**config.mk**
```make
export PLATFORM = sky130hd
export DESIGN_NAME = dbvp_div
export DESIGN_NICKNAME = d
export VERILOG_FILES = /design/src/rtl/dbvp_pkg.sv /design/src/rtl/dbvp_div.sv
export SDC_FILE = /design/constraint.sdc
export NUM_CORES = 1
export LEC_CHECK = 0
export ABC_CLOCK_PERIOD_IN_PS = 6400
export CORE_MARGIN = 5
export CORE_UTILIZATION = 35
export CTS_CLUSTER_DIAMETER = 50
export DETAILED_ROUTE_END_ITERATION = 8
export DONT_BUFFER_PORTS = 1
export PLACE_DENSITY_LB_ADDON = 0.3
export RECOVER_POWER = 25
export SETUP_SLACK_MARGIN = 0.15
export SYNTH_ARGS = -nofsm -noshare
export SYNTH_HDL_FRONTEND = slang
export SYNTH_SLANG_ARGS = --single-unit
```
**constraint.sdc**
```tcl
create_clock -name clk -period 6.4 [get_ports clk]
set_input_delay 1.28 -clock clk [delete_from_list [all_inputs] [get_ports clk]]
set_output_delay 1.28 -clock clk [all_outputs]
set_load 0.02 [all_outputs]
```
**src/rtl/dbvp_pkg.sv**
```systemverilog
// ----------------------------------------------------------------------------
// dbvp_pkg
// Shared constants, power-of-two fraction tables and divider request type.
// ----------------------------------------------------------------------------
package dbvp_pkg;

  localparam int FRACTION_TABLE_BITS = 10;
  localparam int TOP_BITS            = 5;
  localparam int MUL_STAGES          = FRACTION_TABLE_BITS - TOP_BITS;
  localparam int TOP_ENTRIES         = 1 << TOP_BITS;
  localparam int POW_LAT             = MUL_STAGES + 3;

  localparam logic [21:0]        LOG2_10_Q32   = 22'd2377929;
  localparam logic signed [18:0] LIN_SPAN_MAX  = 19'sd2400;
  localparam logic [24:0]        ONE_Q24       = 25'd16777216;
  localparam logic [6:0]         PCT_FULL      = 7'd100;
  localparam logic [17:0]        RANGE_MIN_RST = 18'h3D8F0;
  localparam logic [17:0]        RANGE_MAX_RST = 18'h00000;

  localparam logic REG_IDX_MIN = 1'b0;
  localparam logic REG_IDX_MAX = 1'b1;

  typedef logic [TOP_ENTRIES-1:0][30:0]     top_tab_t;
  typedef logic [FRACTION_TABLE_BITS:1][30:0] root_tab_t;

  typedef enum logic [1:0] {
    OP_ZERO,
    OP_FULL,
    OP_DIV
  } div_op_t;

  typedef struct packed {
    div_op_t     op;
    logic [30:0] dividend;
    logic [24:0] divisor;
  } div_req_t;

  function automatic logic [63:0] isqrt64(input logic [63:0] x);
    logic [63:0] r;
    logic [63:0] bit_v;
    logic [63:0] xr;
    r     = '0;
    bit_v = 64'h1 << 62;
    xr    = x;
    while (bit_v > xr) bit_v = bit_v >> 2;
    while (bit_v != 64'h0) begin
      if (xr >= r + bit_v) begin
        xr = xr - (r + bit_v);
        r  = (r >> 1) + bit_v;
      end else begin
        r = r >> 1;
      end
      bit_v = bit_v >> 2;
    end
    return r;
  endfunction

  // chain of 2^(-1/2^k) in q1.30
  function automatic root_tab_t build_roots();
    root_tab_t   t;
    logic [63:0] prev;
    logic [63:0] r;
    prev = 64'h1 << 29;
    for (int k = 1; k <= FRACTION_TABLE_BITS; k++) begin
      r    = isqrt64(prev << 30);
      t[k] = r[30:0];
      prev = r;
    end
    return t;
  endfunction

  localparam root_tab_t ROOTS = build_roots();

  // partial products over the upper index bits, q1.30
  function automatic top_tab_t build_top();
    top_tab_t    t;
    logic [63:0] v;
    for (int j = 0; j < TOP_ENTRIES; j++) begin
      v = 64'h1 << 30;
      for (int k = 1; k <= TOP_BITS; k++) begin
        if (((j >> (TOP_BITS - k)) & 1) != 0) begin
          v = (v * {33'b0, ROOTS[k]} + (64'h1 << 29)) >> 30;
        end
      end
      t[j] = v[30:0];
    end
    return t;
  endfunction

  localparam top_tab_t TOP_TAB = build_top();

endpackage

```
**src/rtl/dbvp_div.sv**
```systemverilog
// ----------------------------------------------------------------------------
// dbvp_div
// Saturating restoring divider, one quotient bit per stage, result 0..100.
// ----------------------------------------------------------------------------
module dbvp_div import dbvp_pkg::*; (
  input  logic     clk,
  input  logic     rst_n,
  input  logic     en,
  input  logic     valid_i,
  input  div_req_t req_i,
  output logic     valid_o,
  output logic [6:0] pct_o
);

  logic        vld_r [8];
  div_op_t     op_r  [8];
  logic [30:0] rem_r [8];
  logic [24:0] dvs_r [8];
  logic [6:0]  q_r   [8];
  logic        sat;
  logic        out_vld_r;
  logic [6:0]  pct_r;
  logic [6:0]  pct_nxt;

  // quotient of 100 or more saturates
  assign sat = {1'b0, req_i.dividend} >= ({7'b0, req_i.divisor} * 32'd100);

  always_ff @(posedge clk) begin
    if (!rst_n) begin
      vld_r[0] <= 1'b0;
    end else if (en) begin
      vld_r[0] <= valid_i;
    end
  end

  always_ff @(posedge clk) begin
    if (en) begin
      op_r[0]  <= (req_i.op == OP_DIV && sat) ? OP_FULL : req_i.op;
      rem_r[0] <= req_i.dividend;
      dvs_r[0] <= req_i.divisor;
      q_r[0]   <= '0;
    end
  end

  for (genvar s = 0; s < 7; s++) begin : g_bit
    logic [31:0] trial;
    assign trial = {1'b0, rem_r[s]} - ({7'b0, dvs_r[s]} << (6 - s));
    always_ff @(posedge clk) begin
      if (!rst_n) begin
        vld_r[s+1] <= 1'b0;
      end else if (en) begin
        vld_r[s+1] <= vld_r[s];
      end
    end
    always_ff @(posedge clk) begin
      if (en) begin
        op_r[s+1]  <= op_r[s];
        dvs_r[s+1] <= dvs_r[s];
        rem_r[s+1] <= trial[31] ? rem_r[s] : trial[30:0];
        q_r[s+1]   <= trial[31] ? q_r[s] : (q_r[s] | (7'd1 << (6 - s)));
      end
    end
  end

  always_comb begin
    case (op_r[7])
      OP_ZERO: pct_nxt = '0;
      OP_FULL: pct_nxt = PCT_FULL;
      OP_DIV:  pct_nxt = q_r[7];
      default: pct_nxt = '0;
    endcase
  end

  always_ff @(posedge clk) begin
    if (!rst_n) begin
      out_vld_r <= 1'b0;
    end else if (en) begin
      out_vld_r <= vld_r[7];
    end
  end

  always_ff @(posedge clk) begin
    if (en) begin
      pct_r <= pct_nxt;
    end
  end

  assign valid_o = out_vld_r;
  assign pct_o   = pct_r;

  a_div_fits: assert property (@(posedge clk) disable iff (!rst_n)
    vld_r[0] && op_r[0] == OP_DIV |-> {1'b0, rem_r[0]} < ({7'b0, dvs_r[0]} * 32'd100))
    else $error("divide request not below saturation");

  a_div_rem: assert property (@(posedge clk) disable iff (!rst_n)
    vld_r[7] && op_r[7] == OP_DIV |-> rem_r[7] < {6'b0, dvs_r[7]})
    else $error("final remainder not below divisor");

endmodule

```
# --- Word-level counts from Yosys, hierarchy flattened ---
# Memories as Yosys holds them, arrays and structs flattened. A register that Yosys moved wholly into a read port is not among the register bits.
# Cells that the tools add are included.
classes:
  add_sub_neg: 7
  mul: 1
  div_mod_pow: 0
  n_lt_le_gt_ge: 1
  n_eq_ne: 3
  shifts: 0
  n_mux: 29
  bitwise_logic: 8
  n_reduce_logical: 2
ops:
  columns: ["operator", "count"]
  rows:
  - ["31-bit 2-to-1 mux", 7]
  - ["31-bit by 32-bit greater-or-equal comparator with 1-bit output", 1]
  - ["31-bit by 25-bit subtractor with 32-bit output", 1]
  - ["31-bit by 26-bit subtractor with 32-bit output", 1]
  - ["31-bit by 27-bit subtractor with 32-bit output", 1]
  - ["31-bit by 28-bit subtractor with 32-bit output", 1]
  - ["31-bit by 29-bit subtractor with 32-bit output", 1]
  - ["31-bit by 30-bit subtractor with 32-bit output", 1]
  - ["31-bit by 31-bit subtractor with 32-bit output", 1]
  - ["25-bit by 5-bit multiplier with 30-bit output (second input constant)", 1]
  - ["1-bit 2-to-1 mux", 14]
  - ["7-bit case mux with 2 select lines", 1]
  - ["1-bit OR", 8]
  - ["7-bit 2-to-1 mux", 1]
  - ["6-bit 2-to-1 mux", 1]
  - ["5-bit 2-to-1 mux", 1]
  - ["2-bit == test (second input constant)", 2]
  - ["2-bit 2-to-1 mux", 2]
  - ["4-bit 2-to-1 mux", 1]
  - ["3-bit 2-to-1 mux", 1]
  - ["2-bit by 1-bit == test with 1-bit output (second input constant)", 1]
  - ["1-bit logical AND", 1]
  - ["1-bit zero test", 1]
word_totals:
  reg_bits: 7
  latchBits: 0
  mem_bits_rw: 528
  mem_bits_ro: 0
  in_bits: 62
  n_memories: 5
mem_list:
  columns: ["name", "words", "word_bits", "read_ports", "rd_clocked_by_memory_dff", "wr", "line", "rtl"]
  rows:
  - ["rem_r", 8, 31, 7, 0, 8, "dbvp_div.sv:17", "logic [30:0] rem_r [8];"]
  - ["dvs_r", 8, 25, 7, 0, 8, "dbvp_div.sv:18", "logic [24:0] dvs_r [8];"]
  - ["q_r", 8, 7, 8, 0, 8, "dbvp_div.sv:19", "logic [6:0] q_r [8];"]
  - ["op_r", 8, 2, 8, 0, 8, "dbvp_div.sv:16", "div_op_t op_r [8];"]
  - ["vld_r", 8, 1, 8, 1, 8, "dbvp_div.sv:15", "logic vld_r [8];"]

# --- Depth between registers and ports, before layout ---
depth:
  word_depth: 4
  mapped_depth: 23
  mapped_depth_nobuf: 23

# --- Least setup slack after synthesis ---
# Ideal clock, no wire load.
synth_path:
  path_type: "in2reg"
  startpoint: "input req_i[4] (netlist bit)"
  endpoint: "memory op_r[0][1] (netlist bit), data pin"
  setup_time_ps: 269
  arrival_time_ps: 5572
  required_ps: 6131
  path_slack_ps: 560
  path_stages: 22
  path_cell_list: "ha_1 > ha_1 > inv_1 > fa_1 > inv_1 > ha_1 > or3_4 > o21bai_1 > a21oi_2 > o21ai_1 > a221o_1 > a2111oi_0 > nor3_1 > xnor2_1 > ha_1 > nand3_1 > nor4_1 > a21oi_1 > nand3_1 > nand2_1 > o21ai_0 > a21boi_0"
synth_lines:
  columns: ["element", "line", "rtl"]
  rows:
  - ["from (decl)", "dbvp_div.sv:10", "input div_req_t req_i,"]
  - ["to (decl)", "dbvp_div.sv:16", null]

==> impl_metrics.json <==
{
  "status": "finished with violations",
  "violations": "max-slew violations",
  "ios": 70,
  "cp_max_fo": 4,
  "num_rows": 103,
  "overflow": 0,
  "final.setup.worst_slack_ps": 657.3,
  "synthCells": 2443,
  "critical_path_required_ps": 6710,
  "grt_max_degree": 454,
  "final_nets": 2859,
  "irDropWorstVdd_v": 0.0001951,
  "cts_buffers": 67,
  "initial_core_util": 0.3519,
  "dieArea_mm2": 0.08490,
  "cts.reportedPaths.clkPinSlew_ps": 60,
  "synth_nets": 2815,
  "drv_cap": 0,
  "multi_input_area_mm2": 0.01274,
  "hold_start": "op_r[1][0]",
  "relSlewSlack": -0.3885,
  "io_buffers": 0,
  "antenna_cells": 0,
  "htreeDepth": 3,
  "yosysUniqueCellTypes": 94,
  "tightestPinTransition_ps": 2083,
  "stdcell_area_mm2": 0.03106,
  "hold-path-endpoint": "op_r[1][2]",
  "dp_hpwl_um": 41160,
  "final_util": 0.3944,
  "async_flop_share": 0,
  "place_area_mm2": 0.02888,
  "root_buffer": "clkbuf_16",
  "leakage_nw": 13.01,
  "wl_per_cell_um": 15.22,
  "rsz0062_at_grt": "no",
  "reg2reg_from": "dvs_r[0][25]",
  "synth_area_leaders": "edfxtp_1 (49%), ha_1 (13%), inv_1 (4.4%), a21oi_1 (3.6%), xnor2_1 (2.7%)",
  "finalMaxSlewViolations": 206,
  "rr_worst_depth": 11,
  "dp_slack_ps": -111.7,
  "drive_above_1_share": 0.09406,
  "yosysTopAreaCell": "edfxtp_1",
  "syn_area_per_cell_um2": 11.34,
  "crit_path_end_kind": "register",
  "num-fill-cells": 7308,
  "routed_wl_um": 54670,
  "cts_tree": "yes",
  "postRouteAntennaNets": 0,
  "synth-main-ff-cell": "edfxtp_1",
  "area_delta_synth_final_pct": 12.08,
  "seq_area_mm2": 0.01355,
  "die_w_um": 291.4,
  "drc": 0,
  "yosysMostFrequentCell": "edfxtp_1",
  "viasPerCell": 4.994,
  "period_share": 0.8973,
  "grt_pass1_vias": 18800,
  "synth.top_cells.by_count": "edfxtp_1 (450), inv_1 (328), ha_1 (284), a21oi_1 (200), nor2_1 (128)",
  "num_vias": 17930,
  "finalClockSkew_ps": 19.37,
  "grt_use_total": 0.1282,
  "totalPowerFinal_mw": 12.41,
  "path_class": "primary input to register",
  "clk_latency_ps": 590,
  "cts_sinks": 452,
  "whs_path_depth": 0,
  "cts.path.max_buffers": 3,
  "rr_endpoint": "rem_r[0][70]",
  "dr.pass1.iters": 5,
  "fp.dieH_um": 291.4,
  "ctsHoldBuffers": 0,
  "worst_setup_path_start_kind": "primary input",
  "gp_congestion": 0.8728,
  "r2r_setup_slack_ps": 2320,
  "fmax_mhz": 174.1,
  "yosys_warnings": 0,
  "ys_seq_area_frac": 0.4891,
  "ys_seq_elements": 452,
  "synth_area_mm2": 0.02771,
  "cp.arrival_ps": 6050,
  "hold_violations": 0,
  "min_period_ps": 5743,
  "antenna_found_initial": 0,
  "holdCritPathClass": "register to register",
  "fp.coreArea_mm2": 0.07874,
  "drtIter0Drc": 862,
  "grt_pass1_wl_um": 91150,
  "power_density_mw_per_mm2": 399.7,
  "synth_edf_count": 450,
  "netlist.area_leader.share": 0.4876,
  "setup_viol": 0
}
==> worst max-delay path, stage by stage <==
cell       delay (ps)
ha_1              270
ha_1              270
inv_1              50
fa_1              490
inv_1              40
ha_1              230
or3_4             410
o21bai_1          180
a21oi_2           230
o21ai_1           190
a221o_1           410
a2111oi_0         460
nor3_1            130
xnor2_1           150
ha_1              300
nand3_1           100
nor4_1            350
a21oi_1           110
nand3_1           100
nand2_1            50
o21ai_1           140
a21boi_0          120
==> cells in the final DEF (no fill, tap or decap), types with 68 or more instances in the layout <==
cell type  count
inv_1        328
xnor2_1       86
nor2_1       127
a21oi_1      200
a21o_1        69
ha_1         284
o21ai_0      108
nand2_1      125
clkbuf_16     68
edfxtp_1     450
==> state kept, by name, summed over array words and instances, names as in the netlist <==
register,flops
rem_r,217
dvs_r,175
op_r,16
pct_o,7
vld_r,8
valid_o,1
q_r,28
==> cell type report <==
| type | instances | share of cell area |
|---|---|---|
| Clock buffer | 75 | 0.05596 |
| Timing Repair Buffer | 4 | 0.0009668 |
| Sequential cell | 452 | 0.4364 |
| Tap cell | 1050 | 0.04230 |
| Clock inverter | 48 | 0.01406 |
| Multi-Input combinational cell | 1631 | 0.4103 |
| Inverter | 331 | 0.04000 |
==> logic make-up after synthesis <==
| group | synth area share |
|---|---|
| flip-flops | 0.4891 |
| AND/OR/NAND/NOR | 0.08524 |
| buffers and inverters | 0.05147 |
| AO/OA/AOI/OAI | 0.1412 |
| XOR/XNOR | 0.04298 |
| multiplexers | 0.04303 |
| adder cells (fa/ha/maj) | 0.1470 |
==> metal layers <==
metal  wire length [um]  GRT usage  part of all wire  vias up
met5                  0          0                 0        -
met2              28250     0.2404              0.52      313
met3               2149    0.02892             0.039      141
met1              22010     0.1378              0.40     8443
li1                   -          -                 -     9036
met4               2263    0.05530             0.041        0
==> power by group <==
part | leakage [nW] | internal [mW] | switching [mW] | total, mW
clock network | 1.06 | 2.13 | 1.38 | 3.50
registers | 4.41 | 4.05 | 0.275 | 4.32
logic | 7.54 | 2.11 | 2.47 | 4.59
==> through the flow <==
stage / setup TNS [ps] / cells / hold WS [ps]
6_report: 0 / 3591 / 396.7
5_1_grt: 0 / 3591 / 414.2
4_1_cts: 0 / 3591 / 393.8
3_5_place_dp: -111.7 / 3468 / 404.5
3_3_place_gp: -3.501 / 3468 / 401.5
2_1_floorplan: 0 / 2443 / 400.3
==> worst max path at each step <==
stage,from,end
final,req_i[4],op_r[0][1]
after global routing,req_i[10],op_r[0][1]
after CTS,req_i[10],op_r[0][1]
after detailed placement,req_i[10],op_r[0][1]
after global placement,req_i[4],op_r[0][1]
after floorplan,req_i[4],op_r[0][1]
==> timing repair <==
action	4_1_cts	5_1_grt
setup buffers	0	0
resized for setup	0	2
setup endpoints to repair	0	2
Power figures use the tool's default switching activity.
